File: src/design/i2cms_pkg.sv
package i2cms_pkg;

	// width of the phase hold counter
	localparam int DLY_W = 8;
	localparam int CFG_W = 8;
	localparam logic [DLY_W-1:0] CNT_MAX = '1;

	localparam logic [3:0] BITS_PER_BYTE = 4'd8;

	typedef enum logic [2:0] {
		CMD_IDLE  = 3'd0,
		CMD_START = 3'd1,
		CMD_STOP  = 3'd2,
		CMD_SEND  = 3'd3,
		CMD_RECV  = 3'd4,
		CMD_ACK   = 3'd5,
		CMD_NACK  = 3'd6,
		CMD_WAIT  = 3'd7
	} cmd_t;

	typedef logic [2:0] phase_t;
	localparam phase_t PH0 = 3'd0;
	localparam phase_t PH1 = 3'd1;
	localparam phase_t PH2 = 3'd2;
	localparam phase_t PH3 = 3'd3;
	localparam phase_t PH4 = 3'd4;

	localparam logic CFG_HALF_PERIOD = 1'b0;
	localparam logic CFG_ACK_TIMEOUT = 1'b1;

	typedef struct packed {
		logic [CFG_W-1:0] half_period_ticks;
		logic [CFG_W-1:0] ack_timeout_ticks;
	} cfg_t;

	typedef struct packed {
		cmd_t       req_type;
		logic [7:0] tx_byte;
		logic       sda_in;
	} req_t;

	typedef struct packed {
		logic       scl_level;
		logic       sda_level;
		logic       sda_drive;
		logic       busy_res;
		logic       done_res;
		logic [7:0] rx_byte;
		logic       ack_error;
		logic       rejected;
	} res_t;

	// zero acts as one, anything above the counter range is clipped
	function automatic logic [DLY_W-1:0] limit(input logic [CFG_W-1:0] r);
		logic [CFG_W-1:0] v;
		v = (r == '0) ? CFG_W'(1) : r;
		if (int'(v) > int'(CNT_MAX))
			return CNT_MAX;
		return DLY_W'(v);
	endfunction

endpackage

File: src/design/i2cms_seq.sv
module i2cms_seq (
	input  logic            clk,
	input  logic            arst_n,
	input  logic            step,
	input  i2cms_pkg::req_t req,
	input  i2cms_pkg::cfg_t cfg,
	output i2cms_pkg::res_t res
);

	i2cms_pkg::cmd_t                  cmd_q, n_cmd;
	i2cms_pkg::phase_t                phase_q, n_phase, enter_p;
	logic [i2cms_pkg::DLY_W-1:0]      tick_q, n_tick, lim_hp, lim_to;
	logic [3:0]                       bit_q, n_bit;
	logic [7:0]                       tx_q, n_tx, rx_q, n_rx;
	logic                             ack_q, n_ack;
	logic                             scl_q, n_scl, sda_q, n_sda, oe_q, n_oe;
	logic                             done, rej, enter_en;

	assign lim_hp = i2cms_pkg::limit(cfg.half_period_ticks);
	assign lim_to = i2cms_pkg::limit(cfg.ack_timeout_ticks);

	always_comb begin
		n_cmd    = cmd_q;
		n_phase  = phase_q;
		n_tick   = tick_q;
		n_bit    = bit_q;
		n_tx     = tx_q;
		n_rx     = rx_q;
		n_ack    = ack_q;
		n_scl    = scl_q;
		n_sda    = sda_q;
		n_oe     = oe_q;
		done     = 1'b0;
		rej      = 1'b0;
		enter_en = 1'b0;
		enter_p  = i2cms_pkg::PH0;

		if (step) begin
			if (req.req_type != i2cms_pkg::CMD_IDLE) begin
				if (cmd_q != i2cms_pkg::CMD_IDLE) begin
					rej = 1'b1;
				end else begin
					n_cmd = req.req_type;
					n_bit = '0;
					if (req.req_type == i2cms_pkg::CMD_SEND) begin
						n_tx = req.tx_byte;
						n_oe = 1'b1;
					end
					if (req.req_type == i2cms_pkg::CMD_RECV) begin
						n_rx  = '0;
						n_oe  = 1'b0;
						n_sda = 1'b1;
					end
					enter_en = 1'b1;
				end
			end else if (cmd_q != i2cms_pkg::CMD_IDLE) begin
				if (tick_q < i2cms_pkg::CNT_MAX)
					n_tick = tick_q + 1'b1;
				if (cmd_q == i2cms_pkg::CMD_WAIT && phase_q == i2cms_pkg::PH3) begin
					// SDA low wins over the timeout
					if (!req.sda_in) begin
						n_ack    = 1'b0;
						enter_en = 1'b1;
						enter_p  = i2cms_pkg::PH4;
					end else if (n_tick >= lim_to) begin
						n_ack    = 1'b1;
						enter_en = 1'b1;
						enter_p  = i2cms_pkg::PH4;
					end
				end else if (n_tick >= lim_hp) begin
					unique case (cmd_q)
						i2cms_pkg::CMD_START: begin
							if (phase_q < i2cms_pkg::PH2) begin
								enter_en = 1'b1;
								enter_p  = phase_q + 1'b1;
							end else begin
								done = 1'b1;
							end
						end
						i2cms_pkg::CMD_STOP, i2cms_pkg::CMD_ACK, i2cms_pkg::CMD_NACK: begin
							if (phase_q < i2cms_pkg::PH3) begin
								enter_en = 1'b1;
								enter_p  = phase_q + 1'b1;
							end else begin
								done = 1'b1;
							end
						end
						i2cms_pkg::CMD_SEND: begin
							if (phase_q < i2cms_pkg::PH2) begin
								enter_en = 1'b1;
								enter_p  = phase_q + 1'b1;
							end else begin
								n_bit = bit_q + 1'b1;
								if (n_bit >= i2cms_pkg::BITS_PER_BYTE) begin
									n_scl = 1'b0;
									done  = 1'b1;
								end else begin
									enter_en = 1'b1;
								end
							end
						end
						i2cms_pkg::CMD_RECV: begin
							if (phase_q == i2cms_pkg::PH0) begin
								enter_en = 1'b1;
								enter_p  = i2cms_pkg::PH1;
							end else begin
								n_rx  = rx_q | {7'd0, req.sda_in};
								n_bit = bit_q + 1'b1;
								if (n_bit >= i2cms_pkg::BITS_PER_BYTE) begin
									n_scl = 1'b0;
									done  = 1'b1;
								end else begin
									enter_en = 1'b1;
								end
							end
						end
						default: begin
							// wait-ack: first poll on the tick that ends the SCL high hold
							if (phase_q < i2cms_pkg::PH2) begin
								enter_en = 1'b1;
								enter_p  = phase_q + 1'b1;
							end else if (phase_q == i2cms_pkg::PH2) begin
								enter_en = 1'b1;
								enter_p  = i2cms_pkg::PH3;
								if (!req.sda_in) begin
									n_ack   = 1'b0;
									enter_p = i2cms_pkg::PH4;
								end
							end else begin
								done = 1'b1;
							end
						end
					endcase
				end
			end
		end

		if (done) begin
			n_cmd   = i2cms_pkg::CMD_IDLE;
			n_phase = i2cms_pkg::PH0;
			n_tick  = '0;
		end

		// line changes happen on the item that enters a phase; SEND and RECV also drop SCL on the item that completes them
		if (enter_en) begin
			n_phase = enter_p;
			n_tick  = '0;
			unique case (n_cmd)
				i2cms_pkg::CMD_START: begin
					if (enter_p == i2cms_pkg::PH0) begin
						n_oe  = 1'b1;
						n_sda = 1'b1;
						n_scl = 1'b1;
					end else if (enter_p == i2cms_pkg::PH1) begin
						n_sda = 1'b0;
					end else begin
						n_scl = 1'b0;
					end
				end
				i2cms_pkg::CMD_STOP: begin
					if (enter_p == i2cms_pkg::PH0) begin
						n_oe  = 1'b1;
						n_scl = 1'b0;
					end else if (enter_p == i2cms_pkg::PH1) begin
						n_sda = 1'b0;
					end else if (enter_p == i2cms_pkg::PH2) begin
						n_scl = 1'b1;
					end else begin
						n_sda = 1'b1;
					end
				end
				i2cms_pkg::CMD_ACK, i2cms_pkg::CMD_NACK: begin
					if (enter_p == i2cms_pkg::PH0) begin
						n_oe  = 1'b1;
						n_scl = 1'b0;
					end else if (enter_p == i2cms_pkg::PH1) begin
						n_sda = (n_cmd == i2cms_pkg::CMD_NACK);
					end else if (enter_p == i2cms_pkg::PH2) begin
						n_scl = 1'b1;
					end else begin
						n_scl = 1'b0;
					end
				end
				i2cms_pkg::CMD_SEND: begin
					if (enter_p == i2cms_pkg::PH0) begin
						n_scl = 1'b0;
					end else if (enter_p == i2cms_pkg::PH1) begin
						n_sda = n_tx[7];
						n_tx  = {n_tx[6:0], 1'b0};
					end else begin
						n_scl = 1'b1;
					end
				end
				i2cms_pkg::CMD_RECV: begin
					if (enter_p == i2cms_pkg::PH0) begin
						n_rx  = {n_rx[6:0], 1'b0};
						n_scl = 1'b0;
					end else begin
						n_scl = 1'b1;
					end
				end
				i2cms_pkg::CMD_WAIT: begin
					if (enter_p == i2cms_pkg::PH0) begin
						n_oe  = 1'b0;
						n_scl = 1'b0;
					end else if (enter_p == i2cms_pkg::PH1) begin
						n_sda = 1'b1;
					end else if (enter_p == i2cms_pkg::PH2) begin
						n_scl = 1'b1;
					end else if (enter_p == i2cms_pkg::PH4) begin
						n_scl = 1'b0;
					end
				end
				default: ;
			endcase
		end
	end

	always_comb begin
		res.scl_level = n_scl;
		res.sda_level = n_sda;
		res.sda_drive = n_oe;
		res.busy_res  = (n_cmd != i2cms_pkg::CMD_IDLE);
		res.done_res  = done;
		res.rx_byte   = (done && cmd_q == i2cms_pkg::CMD_RECV) ? n_rx : 8'd0;
		res.ack_error = n_ack;
		res.rejected  = rej;
	end

	always_ff @(posedge clk or negedge arst_n) begin
		if (!arst_n) begin
			cmd_q   <= i2cms_pkg::CMD_IDLE;
			phase_q <= i2cms_pkg::PH0;
			tick_q  <= '0;
			bit_q   <= '0;
			tx_q    <= '0;
			rx_q    <= '0;
			ack_q   <= 1'b0;
			scl_q   <= 1'b1;
			sda_q   <= 1'b1;
			oe_q    <= 1'b1;
		end else if (step) begin
			cmd_q   <= n_cmd;
			phase_q <= n_phase;
			tick_q  <= n_tick;
			bit_q   <= n_bit;
			tx_q    <= n_tx;
			rx_q    <= n_rx;
			ack_q   <= n_ack;
			scl_q   <= n_scl;
			sda_q   <= n_sda;
			oe_q    <= n_oe;
		end
	end

	a_done_idle: assert property (@(posedge clk) disable iff (!arst_n)
		step && res.done_res |-> !res.busy_res)
		else $error("command completed but sequencer still busy");

	a_reject_holds: assert property (@(posedge clk) disable iff (!arst_n)
		step && res.rejected |=> $stable(cmd_q) && $stable(phase_q) && $stable(tick_q))
		else $error("rejected command changed sequencer state");

	a_idle_clean: assert property (@(posedge clk) disable iff (!arst_n)
		cmd_q == i2cms_pkg::CMD_IDLE |-> phase_q == i2cms_pkg::PH0 && tick_q == '0)
		else $error("idle with phase or tick count left over");

	a_bits_bounded: assert property (@(posedge clk) disable iff (!arst_n)
		bit_q <= i2cms_pkg::BITS_PER_BYTE)
		else $error("bit count ran past one byte");

endmodule

File: src/design/i2cms_obuf.sv
module i2cms_obuf (
	input  logic            clk,
	input  logic            arst_n,
	input  logic            push,
	input  i2cms_pkg::res_t push_data,
	output logic            push_ready,
	output logic            out_valid,
	input  logic            out_ready,
	output i2cms_pkg::res_t out_data
);

	logic            main_valid_q, spare_valid_q;
	i2cms_pkg::res_t main_q, spare_q;
	logic            pop;

	assign push_ready = !spare_valid_q;
	assign out_valid  = main_valid_q;
	assign out_data   = main_q;
	assign pop        = main_valid_q && out_ready;

	always_ff @(posedge clk or negedge arst_n) begin
		if (!arst_n) begin
			main_valid_q  <= 1'b0;
			spare_valid_q <= 1'b0;
		end else begin
			if (!main_valid_q) begin
				main_valid_q <= push;
			end else if (pop) begin
				if (spare_valid_q) begin
					spare_valid_q <= 1'b0;
				end else begin
					main_valid_q <= push;
				end
			end else if (push) begin
				spare_valid_q <= 1'b1;
			end
		end
	end

	always_ff @(posedge clk) begin
		if (!main_valid_q || pop) begin
			main_q <= spare_valid_q ? spare_q : push_data;
		end
		if (main_valid_q && !pop && push) begin
			spare_q <= push_data;
		end
	end

	a_spare_needs_main: assert property (@(posedge clk) disable iff (!arst_n)
		spare_valid_q |-> main_valid_q)
		else $error("spare slot full while output slot empty");

	a_no_overrun: assert property (@(posedge clk) disable iff (!arst_n)
		spare_valid_q && !pop |=> spare_valid_q && $stable(spare_q))
		else $error("spare slot lost an item");

	a_drain_order: assert property (@(posedge clk) disable iff (!arst_n)
		spare_valid_q && pop |=> main_valid_q && main_q == $past(spare_q))
		else $error("spare item not moved to output slot");

endmodule

File: src/design/i2c_master_bit_sequencer.sv
// I2C master bit sequencer.
// Input stream s_axis carries one item per tick or command. The sequencer
// steps SCL/SDA phases on tick items and takes one command while idle; a
// command that arrives while busy comes back with rejected set.
// Every input item produces exactly one result item on m_axis with the line
// levels and status after that item.
// Configuration: cfg_we / cfg_index / cfg_wdata, index 0 half period in
// ticks, index 1 ack timeout in ticks; write only while idle.
// Path: an accepted input item waits in the input register, then the
// next-state logic feeds the output register, where the result becomes valid.
// Throughput: one item per cycle while the output buffer's spare slot is
// free; the state update is a loop from the sequencer's registered state.
// A two-entry output buffer lets the block keep taking items after
// m_axis_tready drops until the spare slot fills; then s_axis_tready goes
// low until the receiver takes an item, and no item is dropped.
// Reset: both config registers return to 4, the sequencer goes idle with
// SCL and SDA high and SDA driven; all buffered items are discarded.
module i2c_master_bit_sequencer (
	input  logic        clk,
	input  logic        arst_n,
	input  logic        s_axis_tvalid,
	output logic        s_axis_tready,
	// [2:0] req_type, [10:3] tx_byte, [11] sda_in
	input  logic [15:0] s_axis_tdata,
	output logic        m_axis_tvalid,
	input  logic        m_axis_tready,
	// [0] scl_level, [1] sda_level, [2] sda_drive, [3] busy_res, [4] done_res,
	// [12:5] rx_byte, [13] ack_error, [14] rejected
	output logic [15:0] m_axis_tdata,
	input  logic        cfg_we,
	input  logic        cfg_index,
	input  logic [7:0]  cfg_wdata
);

	logic            in_valid_s1;
	logic [11:0]     in_data_s1;
	logic            buf_ready, step;
	i2cms_pkg::req_t req;
	i2cms_pkg::res_t res, out_res;
	i2cms_pkg::cfg_t cfg_q;

	assign step          = in_valid_s1 && buf_ready;
	assign s_axis_tready = !in_valid_s1 || buf_ready;

	always_ff @(posedge clk or negedge arst_n) begin
		if (!arst_n) begin
			in_valid_s1 <= 1'b0;
		end else if (s_axis_tready) begin
			in_valid_s1 <= s_axis_tvalid;
		end
	end

	always_ff @(posedge clk) begin
		if (s_axis_tready && s_axis_tvalid) begin
			in_data_s1 <= s_axis_tdata[11:0];
		end
	end

	always_ff @(posedge clk or negedge arst_n) begin
		if (!arst_n) begin
			cfg_q.half_period_ticks <= 8'd4;
			cfg_q.ack_timeout_ticks <= 8'd4;
		end else if (cfg_we) begin
			unique case (cfg_index)
				i2cms_pkg::CFG_HALF_PERIOD: cfg_q.half_period_ticks <= cfg_wdata;
				i2cms_pkg::CFG_ACK_TIMEOUT: cfg_q.ack_timeout_ticks <= cfg_wdata;
				default: ;
			endcase
		end
	end

	always_comb begin
		req.req_type = i2cms_pkg::cmd_t'(in_data_s1[2:0]);
		req.tx_byte  = in_data_s1[10:3];
		req.sda_in   = in_data_s1[11];
	end

	i2cms_seq u_seq (
		.clk    (clk),
		.arst_n (arst_n),
		.step   (step),
		.req    (req),
		.cfg    (cfg_q),
		.res    (res)
	);

	i2cms_obuf u_obuf (
		.clk        (clk),
		.arst_n     (arst_n),
		.push       (step),
		.push_data  (res),
		.push_ready (buf_ready),
		.out_valid  (m_axis_tvalid),
		.out_ready  (m_axis_tready),
		.out_data   (out_res)
	);

	assign m_axis_tdata = {1'b0, out_res.rejected, out_res.ack_error, out_res.rx_byte,
		out_res.done_res, out_res.busy_res, out_res.sda_drive, out_res.sda_level,
		out_res.scl_level};

endmodule
File: config.mk
export PLATFORM = sky130hd
export DESIGN_NAME = i2c_master_bit_sequencer
export DESIGN_NICKNAME = d
export VERILOG_FILES = /design/src/design/i2cms_pkg.sv /design/src/design/i2cms_seq.sv /design/src/design/i2cms_obuf.sv /design/src/design/i2c_master_bit_sequencer.sv
export SDC_FILE = /design/constraint.sdc
export NUM_CORES = 1
export LEC_CHECK = 0
export BUFFER_PORTS_ARGS = -buffer_cell sky130_fd_sc_hd__buf_2
export CAP_MARGIN = 20
export CORE_MARGIN = 5
export CORE_UTILIZATION = 54
export DETAILED_ROUTE_END_ITERATION = 6
export PLACE_DENSITY = 0.77
export SYNTH_ARGS = -nofsm -noshare
export SYNTH_HDL_FRONTEND = slang
export SYNTH_SLANG_ARGS = --single-unit
File: constraint.sdc
create_clock -name clk -period 8.7 [get_ports clk]
set_clock_uncertainty 0.1 [all_clocks]
set_input_delay 1.74 -clock clk [delete_from_list [all_inputs] [get_ports clk]]
set_output_delay 1.74 -clock clk [all_outputs]
set_load 0.05 [all_outputs]
* Word-level counts from Yosys, hierarchy flattened
Index checks and enable logic that the tools add are counted.
** Word-level totals
- Bits of input ports :: 30
- Flip-flop bits (word level) :: 99
- Logic and storage cells :: 266
- Output and inout port bits :: 18
** Cells by class
- Multiplexer cells :: 160
- Add/subtract/negate cells :: 3
- Bitwise logic cells :: 2
- Reduce and logical (&&, ||, !) cells :: 37
- $lt $le $gt $ge :: 6
- Equality and inequality tests :: 26
** Operators by type and width (count)
- $mux W8 :: 31
- $mux W1 :: 95
- $mux W3 :: 18
- $eq A3 B3 Y1 const B :: 10
- $mux W4 :: 7
- $eq A3 B2 Y1 const B :: 8
- $ge A8 B8 Y1 :: 2
- $logic_not A8 Y1 :: 2
- $mux W15 :: 1
- $reduce_bool A3 Y1 :: 5
- $eq A3 B1 Y1 const B :: 3
- $pmux W3 S3 :: 1
- $add A8 B1 Y8 const B :: 1
- $lt A8 B8 Y1 const B :: 1
- $or A8 B1 Y8 :: 1
- $pmux W1 S4 :: 2
- $pmux W4 S2 :: 1
- $reduce_and A2 Y1 :: 4
- $reduce_and A8 Y1 :: 1
- $reduce_bool A2 Y1 :: 4
- $logic_and A1 B1 Y1 :: 7
- $logic_not A3 Y1 :: 2
- $lt A3 B2 Y1 const B :: 2
- $ne A3 B2 Y1 const B :: 2
- 17 further kinds :: 23

* Depth between registers and ports, before layout
Gate-level depths: netlist (run 1).
- Depth in word-level cells :: 20
- Mapped depth :: 18
- Mapped depth without buffers :: 16

* Hierarchy
A second synthesis (run 1) with hierarchy kept.
** Unflattened totals
- Cell total of the unflattened synthesis :: 506
- Area total of the unflattened synthesis :: 5551.6 um2
** Modules (own cells, without submodules)
- i2cms_seq :: seq. area each 954.7 um2, cells each 395, instances 1, area an instance 3263.1 um2
- i2cms_obuf :: seq. area each 950.9 um2, cells each 57, instances 1, area an instance 1222.4 um2
- i2c_master_bit_sequencer :: seq. area each 788.3 um2, cells each 54, instances 1, area an instance 1066.0 um2

* Worst setup path after synthesis (run 1)
No wires, ideal clock.
- Path type :: flip-flop to flip-flop
- Start :: register u_seq.tick_q[0] in the netlist's numbering
- End :: register u_obuf.main_q, in the netlist u_obuf.out_data[7] (data pin)
- Path slack :: 4247 ps
- Clock period less this slack :: 4453 ps
- Path buffers :: 2
- Stages on the path, launching flop included :: 19
- Required time :: 8334 ps
- Library setup time :: 266 ps
- Arrival time :: 4087 ps
- Cell sequence :: dfrtp_1 -> ha_1 -> and2_1 -> buf_1 -> nand3_1 -> nand2b_1 -> nor2_1 -> xor2_1 -> ha_1 -> a211o_1 -> a2111oi_0 -> or2_2 -> o31ai_4 -> o221ai_1 -> o21ai_0 -> nor4b_2 -> buf_4 -> mux2i_1 -> o21ai_1
** Between the ends
- Word-level cells in the longest chain between the ends :: 18
- Elaborated cells on any way between the ends :: 41
- Those cells by class :: add/sub: 1; order compare: 3; eq/ne: 1; mux: 34; reduce/logical: 2
** RTL lines
- start, declared :: line i2cms_seq.sv:12 : logic [i2cms_pkg::DLY_W-1:0] tick_q, n_tick, lim_hp, lim_to;
- start signal, assigned :: line i2cms_seq.sv:245 : tick_q <= n_tick;
- $add A8 B1 Y8 or $lt A8 B8 Y1 (tied branches) :: line i2cms_seq.sv:58, i2cms_seq.sv:57
- $mux W8 (*) :: line i2cms_seq.sv:57 : if (tick_q < i2cms_pkg::CNT_MAX)
- $mux W8 (*) :: line i2cms_seq.sv:56 : end else if (cmd_q != i2cms_pkg::CMD_IDLE) begin
- $mux W8 (*) :: line i2cms_seq.sv:39 : if (req.req_type != i2cms_pkg::CMD_IDLE) begin
- $mux W8 (*) :: line i2cms_seq.sv:38 : if (step) begin
- $ge A8 B8 Y1 :: line i2cms_seq.sv:65 : end else if (n_tick >= lim_to) begin
- $mux W3 :: line i2cms_seq.sv:65
- $mux W3 :: line i2cms_seq.sv:61 : if (!req.sda_in) begin
- [... 2 more ...]
- $mux W3 :: line i2cms_seq.sv:39
- $mux W3 :: line i2cms_seq.sv:38
- $logic_not A3 Y1 :: line i2cms_seq.sv:195 : if (enter_p == i2cms_pkg::PH0) begin
- $mux W8 :: line i2cms_seq.sv:195
- $mux W8 :: line i2cms_seq.sv:148 : unique case (n_cmd)
- $mux W8 :: line i2cms_seq.sv:145 : if (enter_en) begin
- $mux W8 (*) :: line i2cms_seq.sv:225 : res.rx_byte = (done && cmd_q == i2cms_pkg::CMD_RECV) ? n_rx : 8'd0;
- $mux W15 (*) :: line i2cms_obuf.sv:42 : main_q <= spare_valid_q ? spare_q : push_data;
- end signal, assigned :: line i2cms_obuf.sv:42
- end, declared :: line i2cms_obuf.sv:13 : i2cms_pkg::res_t main_q, spare_q;
Mark *: on every way between the ends. The rest lies on a longest branch, timed or not. The select of a mux whose other input is x is not followed.
A chain may end at the register's enable or synchronous reset.

* Final worst setup path (run 1)
- Start :: register u_seq.tick_q[0] in the netlist's numbering
- End :: register u_obuf.main_q, in the netlist u_obuf.out_data[5] (data pin)
The elaborated chain is that of the path after synthesis.

==> tab_implementation.tex, run 1 <==
\begin{tabular}{lr}
\hline
Metric & Value \\
\hline
\multicolumn{2}{l}{\textbf{Route}} \\
Total detailed-routing wirelength & 11500 um \\
First-pass DRT Iterations & 5 \\
Count of nets left with antenna violations after detail routing & 0 \\
Remaining design rule violation count & 0 \\
Via count & 4189 \\
Wirelength per Cell & 16.1 um \\
Number of vias per cell & 5.88 \\
DRT iter0 DRCs & 433 \\
\multicolumn{2}{l}{\textbf{Clocking}} \\
TritonCTS clock tree & done \\
Total number of clock tree sinks & 99 \\
Post-CTS Setup Inserts & 0 \\
Clk Tree Root Cell & sky130\_fd\_sc\_hd\_\_clkbuf\_8 \\
Clock input transition at the sequential cells of the worst setup and hold paths & 110 ps \\
Cells resized by post-CTS repair & 0 \\
Source-to-sink clock delay at the later pin of the worst-skew pair & 380 ps \\
Number of levels in the clock H-tree & 3 \\
Maximum buffer depth of the clock tree & 2 \\
Number of buffers inserted during clock tree synthesis & 9 \\
Hold-fix buffers at CTS & 0 \\
\multicolumn{2}{l}{\textbf{Worst setup path}} \\
Worst-case reg-to-reg path depth & 17 \\
Arrival time at the worst endpoint & 5310 ps \\
Startpoint type of the worst setup path & flop \\
Type of the worst setup path & flop to flop \\
Family with the most delay on the worst path & compound AO/OA/AOI/OAI gates \\
Required time worst endpoint & 8720 ps \\
Setup crit end kind & flop \\
Critical Path Most Common Cell & sky130\_fd\_sc\_hd\_\_ha\_1 \\
Largest driver fanout on the critical path & 10 \\
Worst path slowest cell & sky130\_fd\_sc\_hd\_\_o221ai\_1 \\
Cell-by-cell trace of the critical path & ha\_1 > and2\_1 > nand3\_1 > nand2b\_1 > nor2\_1 > xor2\_1 > ha\_1 > a211o\_1 > a2111oi\_0 > or2\_2 > o31ai\_4 > o221ai\_1 > o21ai\_0 > nor4b\_2 > clkbuf\_4 > mux2i\_1 > o21ai\_1 \\
Critical R2R Launch & u\_seq.tick\_q[0]\$\_DFFE\_PN0P\_ \\
Largest stage delay on the critical path & 470 ps \\
FF-to-FF setup slack & 3410 ps \\
Capturing point of the worst reg2reg path & u\_obuf.out\_data[5]\$\_DFFE\_PP\_ \\
Number of buffer and inverter instances along the worst setup path & 1 \\
\multicolumn{2}{l}{\textbf{Power and ir drop}} \\
Worst IR drop on VDD & 0.000155 V \\
Reported leakage power & 2.56 nW \\
Post-route total power & 1.68 mW \\
Power per Cell Area & 279 nW/um\^{}2 \\
\multicolumn{2}{l}{\textbf{Yosys}} \\
Fraction of the yosys area taken by sequential cells & 0.492 \\
Post-synth EDFFs & 42 \\
Post-Synthesis Net Count & 589 \\
Number of instances in the synthesized netlist & 536 \\
Mean area per synthesized cell & 10.2 sq um \\
Area of the mapped netlist & 5480 sq um \\
Share of synthesized registers carrying an async set or reset & 0.576 \\
Number of library cell types mapped by synthesis & 68 \\
YS warnings & 0 \\
Commonest register cell after synthesis & sky130\_fd\_sc\_hd\_\_dfrtp\_1 \\
Count of state elements after synthesis & 99 \\
\multicolumn{2}{l}{\textbf{STA}} \\
Finish-stage setup viols & 0 \\
Setup repair after global routing missed its margin & no \\
Tightest Pin Transition & 842 ps \\
Fmax & 0.189 GHz \\
Max-slew violation count & 0 \\
Final critical-path share of the clock period & 0.608 \\
Headroom to the max-slew limit & 0.438 \\
Number of hold violations in the final report & 0 \\
Final critical-path setup slack & 3410 ps \\
Clock period minus worst slack & 5290 ps \\
Final-layout setup total negative slack & 0 ps \\
\multicolumn{2}{l}{\textbf{Finish}} \\
Total of fill cells in the finished design & 845 \\
Post-synthesis to final-layout area growth & 9.73\% \\
Sequential cell area & 2690 sq um \\
N\_diodes & 0 \\
Multi-input combinational cell area & 2550 sq um \\
Layout net count & 628 \\
Finished Core Util & 0.612 \\
Fraction of final layout cells sized beyond drive strength 1 & 0.172 \\
\multicolumn{2}{l}{\textbf{Floorplanning}} \\
Horizontal extent of the die & 111 um \\
Starting utilization of the core area & 0.558 \\
Placeable core region & 9820 sq um \\
I/O Pins & 48 \\
Height of the die & 111 um \\
FP Rows & 36 \\
DIE AREA & 12300 sq um \\
\multicolumn{2}{l}{\textbf{Worst hold path}} \\
Endpoint with the worst hold slack & u\_seq.bit\_q[3]\$\_DFFE\_PN0P\_ \\
Min-Delay Path Class & flop to flop \\
Origin of the worst min-delay path & u\_seq.bit\_q[3]\$\_DFFE\_PN0P\_ \\
Cell depth of the worst hold path & 1 \\
\multicolumn{2}{l}{\textbf{Global routing}} \\
Vias in the first global route & 4155 \\
GRT Util Overall & 0.194 \\
Sum of overflow across all layers after global routing & 0 \\
Pin count of the biggest net entering global routing & 58 \\
Antenna violations before repair & 0 \\
First-pass GRT wire length & 19600 um \\
\multicolumn{2}{l}{\textbf{Status}} \\
Outcome & complete, no violations \\
\multicolumn{2}{l}{\textbf{Place}} \\
Routability congestion estimate from global placement & 0.876 \\
Number of port buffers & 42 \\
Placed wire-length estimate & 8330 um \\
DP Worst Slack & 3080 ps \\
\multicolumn{2}{l}{\textbf{Flow run}} \\
Number of violations of the max-capacitance limit & 0 \\
\hline
\end{tabular}
==> per-layer routing <==
layer	up-vias	track usage	routed length (um)	share of wire
met4	0	0.0698	242	0.021
met5	-	0	0	0
li1	2032	-	-	-
met2	135	0.311	5410	0.47
met3	31	0.0475	647	0.056
met1	1991	0.256	5170	0.45
==> where the power goes <==
part	switching, mW	internal [mW]
combinational	0.432	0.230
sequential	0.0841	0.618
clock	0.175	0.140
total	0.691	0.987
==> logic make-up after synthesis <==
| family | share of synthesized area |
|---|---|
| compound gates | 0.169 |
| mux | 0.0619 |
| xor+xnor | 0.00959 |
| buf+inv | 0.0434 |
| fa+ha+maj | 0.0525 |
| flops | 0.492 |
| simple gates | 0.171 |
| other cells | 0.000685 |
==> cell usage after synthesis, types with 7 or more instances <==
cell / instances / area share
sky130_fd_sc_hd__mux2i_1: 17 / 0.031
sky130_fd_sc_hd__ha_1: 23 / 0.053
sky130_fd_sc_hd__mux2_2: 15 / 0.031
sky130_fd_sc_hd__clkbuf_1: 13 / 0.0089
sky130_fd_sc_hd__o21ai_0: 30 / 0.027
sky130_fd_sc_hd__and3_1: 7 / 0.0080
sky130_fd_sc_hd__a31oi_1: 8 / 0.0091
sky130_fd_sc_hd__nand2b_1: 13 / 0.015
sky130_fd_sc_hd__edfxtp_1: 42 / 0.23
sky130_fd_sc_hd__o21ai_1: 7 / 0.0064
sky130_fd_sc_hd__a211oi_1: 11 / 0.015
sky130_fd_sc_hd__nor2b_1: 11 / 0.013
sky130_fd_sc_hd__dfrtp_1: 52 / 0.24
sky130_fd_sc_hd__nor3_1: 9 / 0.0082
sky130_fd_sc_hd__nand3_1: 15 / 0.014
sky130_fd_sc_hd__nand2_1: 63 / 0.043
sky130_fd_sc_hd__nor2_1: 40 / 0.027
sky130_fd_sc_hd__inv_1: 31 / 0.021
sky130_fd_sc_hd__a21oi_1: 25 / 0.023
==> cell type report <==
type	instances	share of cell area
Inverter	31	0.0194
Sequential cell	99	0.448
Multi-Input combinational cell	385	0.425
Timing Repair Buffer	49	0.0443
Tap cell	133	0.0277
Clock inverter	7	0.0152
Clock buffer	9	0.0206
==> through the flow <==
step	hold slack, ps	cells	cell area, sq um
final	404	713	6010
after global routing	424	713	6010
after CTS	412	711	5990
after detailed placement	391	695	5780
after global placement	383	695	5780
after floorplan	367	536	5480
==> flip-flops by register name, indices dropped and copies added (netlist names), 3 cells and up <==
register,flops
u_seq.tick_q,8
u_obuf.out_data,15
u_seq.phase_q,3
in_data_s1,12
u_obuf.spare_q,15
u_seq.rx_q,8
u_seq.bit_q,4
u_seq.cmd_q,3
cfg_q,16
u_seq.tx_q,8
==> cells in the final DEF (no fill, tap or decap), types with 11 or more instances in the layout <==
master,netlist,layout
sky130_fd_sc_hd__mux2i_1,17,17
sky130_fd_sc_hd__buf_2,0,42
sky130_fd_sc_hd__nand2b_1,13,13
sky130_fd_sc_hd__mux2_2,15,15
sky130_fd_sc_hd__edfxtp_1,42,42
sky130_fd_sc_hd__ha_1,23,23
sky130_fd_sc_hd__nand2_1,63,63
sky130_fd_sc_hd__dfrtp_1,52,52
sky130_fd_sc_hd__nor2b_1,11,11
sky130_fd_sc_hd__o21ai_0,30,30
sky130_fd_sc_hd__a211oi_1,11,11
sky130_fd_sc_hd__a21oi_1,25,25
sky130_fd_sc_hd__inv_1,31,31
sky130_fd_sc_hd__nand3_1,15,15
sky130_fd_sc_hd__nor2_1,40,40
==> worst max path at each step <==
stage	start	to	cells past startpoint
floorplan	u_seq.tick_q[0]$_DFFE_PN0P_	u_obuf.out_data[7]$_DFFE_PP_	18
global placement	u_seq.tick_q[0]$_DFFE_PN0P_	u_obuf.out_data[7]$_DFFE_PP_	16
detailed placement	u_seq.tick_q[0]$_DFFE_PN0P_	u_obuf.out_data[5]$_DFFE_PP_	16
CTS	u_seq.tick_q[0]$_DFFE_PN0P_	u_obuf.out_data[5]$_DFFE_PP_	16
global route	u_seq.tick_q[0]$_DFFE_PN0P_	u_obuf.out_data[5]$_DFFE_PP_	17
finish	u_seq.tick_q[0]$_DFFE_PN0P_	u_obuf.out_data[5]$_DFFE_PP_	17
No activity file was read; power rests on OpenSTA's default activity.
==> run 2, diff against run 1 <==
--- a/config.mk
+++ b/config.mk
@@ -5,12 +5,13 @@
 export SDC_FILE = /design/constraint.sdc
 export NUM_CORES = 1
 export LEC_CHECK = 0
+export ABC_AREA = 1
 export BUFFER_PORTS_ARGS = -buffer_cell sky130_fd_sc_hd__buf_2
 export CAP_MARGIN = 20
 export CORE_MARGIN = 5
 export CORE_UTILIZATION = 54
 export DETAILED_ROUTE_END_ITERATION = 6
-export PLACE_DENSITY = 0.77
+export PLACE_DENSITY = 0.8
 export SYNTH_ARGS = -nofsm -noshare
 export SYNTH_HDL_FRONTEND = slang
 export SYNTH_SLANG_ARGS = --single-unit
==> constraint.sdc (replaced) <==
create_clock -name clk -period 4.7 [get_ports clk]
set_clock_uncertainty 0.1 [all_clocks]
set_input_delay 0.94 -clock clk [delete_from_list [all_inputs] [get_ports clk]]
set_output_delay 0.94 -clock clk [all_outputs]
set_load 0.05 [all_outputs]
==> tab_implementation.tex, run 2 <==
\begin{tabular}{lr}
\hline
Metric & Value \\
\hline
\multicolumn{2}{l}{\textbf{Finish}} \\
Finished Core Util & 0.605 (-0.00763) \\
Commonest non-fill, non-tap cell in the layout & sky130\_fd\_sc\_hd\_\_nand2\_1 \\
Register with the most flip-flops & cfg\_q \\
Largest register FFs & 16 (unchanged) \\
Total of fill cells in the finished design & 863 (+2.1\%) \\
N\_diodes & 0 (unchanged) \\
Fraction of final layout cells sized beyond drive strength 1 & 0.189 (+0.0169) \\
Post-synthesis to final-layout area growth & 10.3\% \\
Layout net count & 756 (+20\%) \\
Most used cells in the layout excluding fill and tap cells & sky130\_fd\_sc\_hd\_\_nand2\_1, sky130\_fd\_sc\_hd\_\_inv\_1, sky130\_fd\_sc\_hd\_\_dfrtp\_1 \\
\multicolumn{2}{l}{\textbf{Yosys}} \\
Xor and xnor fraction of the mapped netlist area & 0.0125 (+0.00290) \\
Dominant cells by area after synthesis & sky130\_fd\_sc\_hd\_\_dfrtp\_1, sky130\_fd\_sc\_hd\_\_edfxtp\_1, sky130\_fd\_sc\_hd\_\_nand2\_1 \\
Post-Synthesis Net Count & 708 (+20\%) \\
YS warnings & 0 (unchanged) \\
Area of the mapped netlist & 5610 sq um (+2.4\%) \\
Top-count cell post-synth & sky130\_fd\_sc\_hd\_\_nand2\_1 \\
Fraction of synthesized cell area taken by the top area cell type & 0.232 (-0.00551) \\
Fraction of the yosys area taken by sequential cells & 0.480 (-0.0114) \\
Post-synth EDFFs & 42 (unchanged) \\
Number of instances in the synthesized netlist & 655 (+22\%) \\
Complex-gate fraction of the synthesized area & 0.121 (-0.0477) \\
Adder-cell area share of the yosys netlist & 0.0513 (-0.00122) \\
Dominant combinational cell family by area after synthesis & simple AND/OR/NAND/NOR gates \\
Commonest register cell after synthesis & sky130\_fd\_sc\_hd\_\_dfrtp\_1 \\
Mean area per synthesized cell & 8.56 sq um (-16\%) \\
Share of synthesized registers carrying an async set or reset & 0.576 (unchanged) \\
Synth Area in Simple Gates & 0.236 (+0.0652) \\
Number of library cell types mapped by synthesis & 48 (-29\%) \\
Top cell types by occurrence after synthesis & sky130\_fd\_sc\_hd\_\_nand2\_1, sky130\_fd\_sc\_hd\_\_inv\_1, sky130\_fd\_sc\_hd\_\_dfrtp\_1 \\
Biggest area consumer among synthesized cells & sky130\_fd\_sc\_hd\_\_dfrtp\_1 \\
Multiplexer share of the synthesized area & 0.0156 (-0.0463) \\
Count of state elements after synthesis & 99 (unchanged) \\
\multicolumn{2}{l}{\textbf{Worst setup path}} \\
Type of the worst setup path & flop to flop \\
Startpoint type of the worst setup path & flop \\
Setup crit end kind & flop \\
Capturing point of the worst reg2reg path & u\_obuf.out\_data[9]\$\_DFFE\_PP\_ \\
Critical Path Most Common Cell & sky130\_fd\_sc\_hd\_\_nand2\_1 \\
Arrival time at the worst endpoint & 4080 ps (-1230 ps) \\
Number of buffer and inverter instances along the worst setup path & 0 (-1) \\
Worst-case reg-to-reg path depth & 22 (+5) \\
Cell-by-cell trace of the critical path & ha\_1 > nand2\_4 > nor2\_2 > nand2\_1 > xor2\_1 > ha\_1 > o21ai\_0 > nand2\_1 > nand2\_1 > nand2\_1 > nand2\_1 > nand2\_1 > nand2\_2 > nand2\_4 > nand4\_2 > nand2\_2 > nor2\_4 > nand4\_4 > nand3\_1 > o21ai\_2 > nand3\_1 > nand2\_1 \\
Largest driver fanout on the critical path & 15 (+5) \\
Largest stage delay on the critical path & 400 ps (-70 ps) \\
Worst path slowest cell & sky130\_fd\_sc\_hd\_\_dfrtp\_1 \\
Family with the most delay on the worst path & simple AND/OR/NAND/NOR gates \\
Critical R2R Launch & u\_seq.tick\_q[0]\$\_DFFE\_PN0P\_ \\
Required time worst endpoint & 4750 ps (-3970 ps) \\
FF-to-FF setup slack & 670 ps (-2740 ps) \\
\multicolumn{2}{l}{\textbf{Clocking}} \\
Clock input transition at the sequential cells of the worst setup and hold paths & 110 ps (about the same) \\
Cells resized by post-CTS repair & 0 (unchanged) \\
TritonCTS clock tree & done \\
Number of levels in the clock H-tree & 3 (unchanged) \\
Hold-fix buffers at CTS & 0 (unchanged) \\
Maximum buffer depth of the clock tree & 2 (unchanged) \\
Clk Tree Root Cell & sky130\_fd\_sc\_hd\_\_clkbuf\_8 \\
Source-to-sink clock delay at the later pin of the worst-skew pair & 380 ps (about the same) \\
Total number of clock tree sinks & 99 (unchanged) \\
Number of buffers inserted during clock tree synthesis & 9 (unchanged) \\
Post-CTS Setup Inserts & 0 (unchanged) \\
\multicolumn{2}{l}{\textbf{Place}} \\
Routability congestion estimate from global placement & 0.972 (+11\%) \\
Placed wire-length estimate & 9060 um (+8.9\%) \\
Number of port buffers & 42 (unchanged) \\
DP Worst Slack & 718 ps (-2370 ps) \\
\multicolumn{2}{l}{\textbf{Global routing}} \\
Vias in the first global route & 4623 (+11\%) \\
GRT Util Overall & 0.203 (+0.00928) \\
Sum of overflow across all layers after global routing & 0 (unchanged) \\
First-pass GRT wire length & 21000 um (+7.1\%) \\
Pin count of the biggest net entering global routing & 58 (unchanged) \\
Antenna violations before repair & 0 (unchanged) \\
\multicolumn{2}{l}{\textbf{STA}} \\
Tightest Pin Transition & 817 ps (-24.9 ps) \\
Finish-stage setup viols & 0 (unchanged) \\
Max-slew violation count & 0 (unchanged) \\
Final critical-path share of the clock period & 0.857 (+0.250) \\
Clock period minus worst slack & 4030 ps (-1260 ps) \\
Fmax & 0.248 GHz (+31\%) \\
Final critical-path setup slack & 670 ps (-2740 ps) \\
Headroom to the max-slew limit & 0.450 (+0.0127) \\
Final-layout worst hold slack & 398 ps (-6.24 ps) \\
Number of hold violations in the final report & 0 (unchanged) \\
Final-layout setup total negative slack & 0 ps (unchanged) \\
Setup repair after global routing missed its margin & no \\
\multicolumn{2}{l}{\textbf{Floorplanning}} \\
Placeable core region & 10200 sq um (+4.2\%) \\
DIE AREA & 12500 sq um (+2.2\%) \\
Height of the die & 112 um (+1.1\%) \\
Horizontal extent of the die & 112 um (+1.1\%) \\
Starting utilization of the core area & 0.548 (-0.00973) \\
I/O Pins & 48 (unchanged) \\
FP Rows & 37 (+2.8\%) \\
\multicolumn{2}{l}{\textbf{Route}} \\
Count of nets left with antenna violations after detail routing & 0 (unchanged) \\
Wirelength per Cell & 14.0 um (-13\%) \\
Total detailed-routing wirelength & 11800 um (+3.2\%) \\
First-pass DRT Iterations & 4 (-1) \\
Remaining design rule violation count & 0 (unchanged) \\
DRT iter0 DRCs & 328 (-24\%) \\
Via count & 4486 (+7.1\%) \\
Number of vias per cell & 5.32 (-9.5\%) \\
\multicolumn{2}{l}{\textbf{Power and ir drop}} \\
Worst IR drop on VDD & 0.000345 V (+120\%) \\
Reported leakage power & 3.04 nW (+19\%) \\
Post-route total power & 3.12 mW (+86\%) \\
Power per Cell Area & 504 nW/um\^{}2 (+81\%) \\
\multicolumn{2}{l}{\textbf{Worst hold path}} \\
Origin of the worst min-delay path & cfg\_q[12]\$\_DFFE\_PN0P\_ \\
Min-Delay Path Class & flop to flop \\
Cell depth of the worst hold path & 2 (+1) \\
Endpoint with the worst hold slack & cfg\_q[12]\$\_DFFE\_PN0P\_ \\
\multicolumn{2}{l}{\textbf{Status}} \\
Outcome & complete, no violations \\
\multicolumn{2}{l}{\textbf{Flow run}} \\
Number of violations of the max-capacitance limit & 0 (unchanged) \\
\hline
\end{tabular}
==> run 2: cell types whose count changed in the layout (fill, tap and decap cells not counted), moves of 15 or more <==
cell                      delta
sky130_fd_sc_hd__nand2_1    +85
sky130_fd_sc_hd__mux2i_1    -15
sky130_fd_sc_hd__nand3_1    +18
sky130_fd_sc_hd__inv_1      +68
sky130_fd_sc_hd__o21ai_0    +19
==> run 2: worst reg2reg max path, stage by stage, from the launching register on <==
cell	delay [ps]
sky130_fd_sc_hd__dfrtp_1	400
sky130_fd_sc_hd__ha_1	230
sky130_fd_sc_hd__nand2_4	110
sky130_fd_sc_hd__nor2_2	170
sky130_fd_sc_hd__nand2_1	190
sky130_fd_sc_hd__xor2_1	350
sky130_fd_sc_hd__ha_1	300
sky130_fd_sc_hd__o21ai_0	230
sky130_fd_sc_hd__nand2_1	80
sky130_fd_sc_hd__nand2_1	70
sky130_fd_sc_hd__nand2_1	50
sky130_fd_sc_hd__nand2_1	60
sky130_fd_sc_hd__nand2_1	60
sky130_fd_sc_hd__nand2_2	100
sky130_fd_sc_hd__nand2_4	100
sky130_fd_sc_hd__nand4_2	160
sky130_fd_sc_hd__nand2_2	100
sky130_fd_sc_hd__nor2_4	210
sky130_fd_sc_hd__nand4_4	310
sky130_fd_sc_hd__nand3_1	200
sky130_fd_sc_hd__o21ai_2	90
sky130_fd_sc_hd__nand3_1	80
sky130_fd_sc_hd__nand2_1	60
==> run 2: cell type report <==
class / count / area, sq um / area share
timing repair buffer: 46 / 240 / 0.0388
inverter: 109 / 410 / 0.0664
multi-input combinational: 438 / 2450 / 0.397
tap: 136 / 170 / 0.0275
clock inverter: 7 / 91.3 / 0.0148
clock buffer: 9 / 124 / 0.0200
sequential: 99 / 2690 / 0.436
==> run 2: metrics by stage <==
stage	std cells	area (sq um)
after floorplan	655	5610
final	844	6180
after detailed placement	827	5960
after CTS	843	6180
after global routing	844	6180
after global placement	827	5960
==> run 2: layer usage <==
metal | track usage | wire [um]
met1 | 0.266 | 5330
met2 | 0.331 | 5660
met3 | 0.0337 | 463
met4 | 0.0941 | 395
met5 | 0 | 0
==> run 2: cells by family after synthesis <==
group / Yosys count
AO/OA/AOI/OAI: 114
XOR/XNOR: 8
adder cells (fa/ha/maj): 23
buffers and inverters: 118
flip-flops: 99
multiplexers: 8
other: 1
AND/OR/NAND/NOR: 284
==> run 2: worst max path at each step <==
stage                                            from                            to  slack (ps)  cells after the start
after floorplan           u_seq.tick_q[0]$_DFFE_PN0P_  u_obuf.out_data[8]$_DFFE_PP_        1400                     21
final                     u_seq.tick_q[0]$_DFFE_PN0P_  u_obuf.out_data[9]$_DFFE_PP_         670                     22
after detailed placement  u_seq.tick_q[0]$_DFFE_PN0P_  u_obuf.out_data[9]$_DFFE_PP_         720                     22
after CTS                 u_seq.tick_q[0]$_DFFE_PN0P_  u_obuf.out_data[9]$_DFFE_PP_         680                     22
after global routing      u_seq.tick_q[0]$_DFFE_PN0P_  u_obuf.out_data[9]$_DFFE_PP_         280                     22
after global placement    u_seq.tick_q[0]$_DFFE_PN0P_  u_obuf.out_data[9]$_DFFE_PP_         880                     22
==> run 2: power by group <==
group          total (mW)  switching [mW]  internal (mW)  leakage (nW)
Sequential           1.29           0.126           1.16          1.13
Combinational        1.24           0.871          0.367          1.80
Clock               0.593           0.334          0.259         0.105
==> run 3, diff against run 2 <==
--- a/config.mk
+++ b/config.mk
@@ -11,7 +11,8 @@
 export CORE_MARGIN = 5
 export CORE_UTILIZATION = 54
 export DETAILED_ROUTE_END_ITERATION = 6
-export PLACE_DENSITY = 0.8
+export PLACE_DENSITY = 0.76
+export RECOVER_POWER = 25
 export SYNTH_ARGS = -nofsm -noshare
 export SYNTH_HDL_FRONTEND = slang
 export SYNTH_SLANG_ARGS = --single-unit
==> tab_implementation.tex, run 3 (synthesis gave the netlist of run 2 again) <==
\begin{tabular}{lr}
\hline
Metric & Value \\
\hline
\multicolumn{2}{l}{\textbf{Status}} \\
Outcome & complete, no violations \\
\multicolumn{2}{l}{\textbf{Clocking}} \\
Cells resized by post-CTS repair & 0 (unchanged) \\
Number of levels in the clock H-tree & 3 (unchanged) \\
Clock input transition at the sequential cells of the worst setup and hold paths & 110 ps (about the same) \\
Maximum buffer depth of the clock tree & 2 (unchanged) \\
Total number of clock tree sinks & 99 (unchanged) \\
Hold-fix buffers at CTS & 0 (unchanged) \\
Source-to-sink clock delay at the later pin of the worst-skew pair & 370 ps (about the same) \\
Number of buffers inserted during clock tree synthesis & 9 (unchanged) \\
TritonCTS clock tree & done \\
Post-CTS Setup Inserts & 0 (unchanged) \\
Clk Tree Root Cell & sky130\_fd\_sc\_hd\_\_clkbuf\_8 \\
\multicolumn{2}{l}{\textbf{Worst setup path}} \\
Number of cells on the critical path & 22 (unchanged) \\
Worst path slowest cell & sky130\_fd\_sc\_hd\_\_dfrtp\_1 \\
Required time worst endpoint & 4750 ps (about the same) \\
Startpoint type of the worst setup path & flop \\
Number of buffer and inverter instances along the worst setup path & 1 (+1) \\
Type of the worst setup path & flop to flop \\
Largest stage delay on the critical path & 400 ps (about the same) \\
FF-to-FF setup slack & 790 ps (+120 ps) \\
Critical R2R Launch & u\_seq.tick\_q[0]\$\_DFFE\_PN0P\_ \\
Setup crit end kind & flop \\
Arrival time at the worst endpoint & 3960 ps (-120 ps) \\
Family with the most delay on the worst path & simple AND/OR/NAND/NOR gates \\
Worst setup path startpoint & u\_seq.tick\_q[0]\$\_DFFE\_PN0P\_ \\
Capturing point of the worst reg2reg path & u\_obuf.out\_data[9]\$\_DFFE\_PP\_ \\
Critical Path Most Common Cell & sky130\_fd\_sc\_hd\_\_nand2\_1 \\
Cell-by-cell trace of the critical path & ha\_1 > nand2\_4 > nor2\_2 > nand2\_1 > xor2\_1 > ha\_1 > o21ai\_0 > nand3\_1 > nand2\_1 > inv\_1 > nand2\_1 > nand2\_1 > nand2\_2 > nand2\_4 > nand4\_2 > nand2\_2 > nor2\_4 > nand4\_4 > nand3\_1 > o21ai\_2 > nand3\_1 > nand2\_1 \\
Worst-case reg-to-reg path depth & 22 (unchanged) \\
Largest driver fanout on the critical path & 15 (unchanged) \\
Timing endpoint of the critical path & u\_obuf.out\_data[9]\$\_DFFE\_PP\_ \\
\multicolumn{2}{l}{\textbf{Route}} \\
Number of vias per cell & 5.28 (-0.65\%) \\
Remaining design rule violation count & 0 (unchanged) \\
Total detailed-routing wirelength & 11700 um (-1.3\%) \\
DRT iter0 DRCs & 433 (+32\%) \\
Count of nets left with antenna violations after detail routing & 0 (unchanged) \\
First-pass DRT Iterations & 5 (+1) \\
Via count & 4457 (-0.65\%) \\
Wirelength per Cell & 13.8 um (-1.3\%) \\
\multicolumn{2}{l}{\textbf{Worst hold path}} \\
Min-Delay Path Class & flop to flop \\
\multicolumn{2}{l}{\textbf{STA}} \\
Final-layout setup total negative slack & 0 ps (unchanged) \\
Fmax & 0.256 GHz (+3.0\%) \\
Number of hold violations in the final report & 0 (unchanged) \\
Finish-stage setup viols & 0 (unchanged) \\
Max-slew violation count & 0 (unchanged) \\
Clock period minus worst slack & 3910 ps (-118 ps) \\
Setup repair after global routing missed its margin & no \\
Tightest Pin Transition & 963 ps (+146 ps) \\
Final critical-path share of the clock period & 0.832 (-0.0252) \\
Final-layout worst hold slack & 399 ps (+0.986 ps) \\
Headroom to the max-slew limit & 0.358 (-0.0924) \\
\multicolumn{2}{l}{\textbf{Finish}} \\
Largest register FFs & 16 (unchanged) \\
Commonest non-fill, non-tap cell in the layout & sky130\_fd\_sc\_hd\_\_nand2\_1 \\
Post-synthesis to final-layout area growth & 10.1\% \\
N\_diodes & 0 (unchanged) \\
Register with the most flip-flops & cfg\_q \\
Layout net count & 756 (unchanged) \\
Fraction of final layout cells sized beyond drive strength 1 & 0.186 (-0.00282) \\
Most used cells in the layout excluding fill and tap cells & sky130\_fd\_sc\_hd\_\_nand2\_1, sky130\_fd\_sc\_hd\_\_inv\_1, sky130\_fd\_sc\_hd\_\_dfrtp\_1 \\
Number of standard cells in the final layout excluding fillers & 844 (unchanged) \\
\multicolumn{2}{l}{\textbf{Global routing}} \\
Vias in the first global route & 4371 (-5.5\%) \\
Antenna violations before repair & 0 (unchanged) \\
Sum of overflow across all layers after global routing & 0 (unchanged) \\
Busiest grt layer & met2 \\
First-pass GRT wire length & 20300 um (-3.5\%) \\
Met2 track demand over resource in global routing & 0.327 (-0.00480) \\
GR Layer Usage met3 & 0.0332 (-0.000543) \\
Fraction of met1 tracks used by global routing & 0.268 (+0.00262) \\
Pin count of the biggest net entering global routing & 43 (-26\%) \\
GRT Util Overall & 0.196 (-0.00708) \\
\multicolumn{2}{l}{\textbf{Floorplanning}} \\
DIE AREA & 12500 sq um (unchanged) \\
Horizontal extent of the die & 112 um (unchanged) \\
I/O Pins & 48 (unchanged) \\
Placeable core region & 10200 sq um (unchanged) \\
Starting utilization of the core area & 0.548 (unchanged) \\
Height of the die & 112 um (unchanged) \\
FP Rows & 37 (unchanged) \\
\multicolumn{2}{l}{\textbf{Flow run}} \\
Number of violations of the max-capacitance limit & 0 (unchanged) \\
\multicolumn{2}{l}{\textbf{Power and ir drop}} \\
Power per Cell Area & 503 nW/um\^{}2 (-0.36\%) \\
Reported leakage power & 3.03 nW (-0.26\%) \\
Worst IR drop on VDD & 0.000283 V (-18\%) \\
\multicolumn{2}{l}{\textbf{Place}} \\
Number of port buffers & 42 (unchanged) \\
Routability congestion estimate from global placement & 0.925 (-4.8\%) \\
Placed wire-length estimate & 8830 um (-2.6\%) \\
Total instance count after detailed placement & 827 (unchanged) \\
\hline
\end{tabular}
-- run 3: area by class of cell --
cell class / count / area, sq um
multi-input combinational: 438 / 2450
fill: 888 / 4060
sequential: 99 / 2690
inverter: 109 / 410
clock buffer: 9 / 124
tap: 136 / 170
clock inverter: 7 / 85.1
timing repair buffer: 46 / 235
-- run 3: worst min-delay path: stages (launching register included) --
cell	delay, ps
sky130_fd_sc_hd__dfrtp_1	360
sky130_fd_sc_hd__nand2_1	50
sky130_fd_sc_hd__o21ai_0	60
-- run 3: power breakdown --
part | internal (mW) | leakage (nW) | switching [mW]
Sequential | 1.16 | 1.13 | 0.128
Combinational | 0.366 | 1.80 | 0.867
Clock | 0.255 | 0.103 | 0.321
-- run 3: worst min-delay path by stage --
stage | from | endpoint | slack (ps) | cells after the start
2_1_floorplan | cfg_q[12]$_DFFE_PN0P_ | cfg_q[12]$_DFFE_PN0P_ | 350 | 2
3_3_place_gp | cfg_q[8]$_DFFE_PN0P_ | cfg_q[8]$_DFFE_PN0P_ | 370 | 2
3_5_place_dp | u_seq.tx_q[4]$_DFFE_PN0P_ | u_seq.tx_q[4]$_DFFE_PN0P_ | 380 | 2
4_1_cts | arst_n | u_seq.bit_q[3]$_DFFE_PN0P_ | 390 | 1
5_1_grt | u_seq.tx_q[4]$_DFFE_PN0P_ | u_seq.tx_q[4]$_DFFE_PN0P_ | 430 | 2
6_report | cfg_q[12]$_DFFE_PN0P_ | cfg_q[12]$_DFFE_PN0P_ | 400 | 2
-- run 3: per-layer routing --
layer,wire (um),part of all wire,vias to the layer above
met5,0,0,-
met4,142,0.012,0
met3,528,0.045,18
met2,5590,0.48,115
met1,5430,0.46,2082
li1,-,-,2242
-- run 3: stage by stage --
stage / instance area (sq um) / setup slack [ps] / utilization / power [mW]
floorplan: 5610 / 1400 / - / 2.23
global placement: 5960 / 814 / 0.583 / 2.49
detailed placement: 5960 / 786 / 0.583 / 2.54
CTS: 6170 / 753 / 0.603 / 3.12
global route: 6170 / 379 / 0.603 / 3.34
finish: 6170 / 788 / 0.603 / 3.10
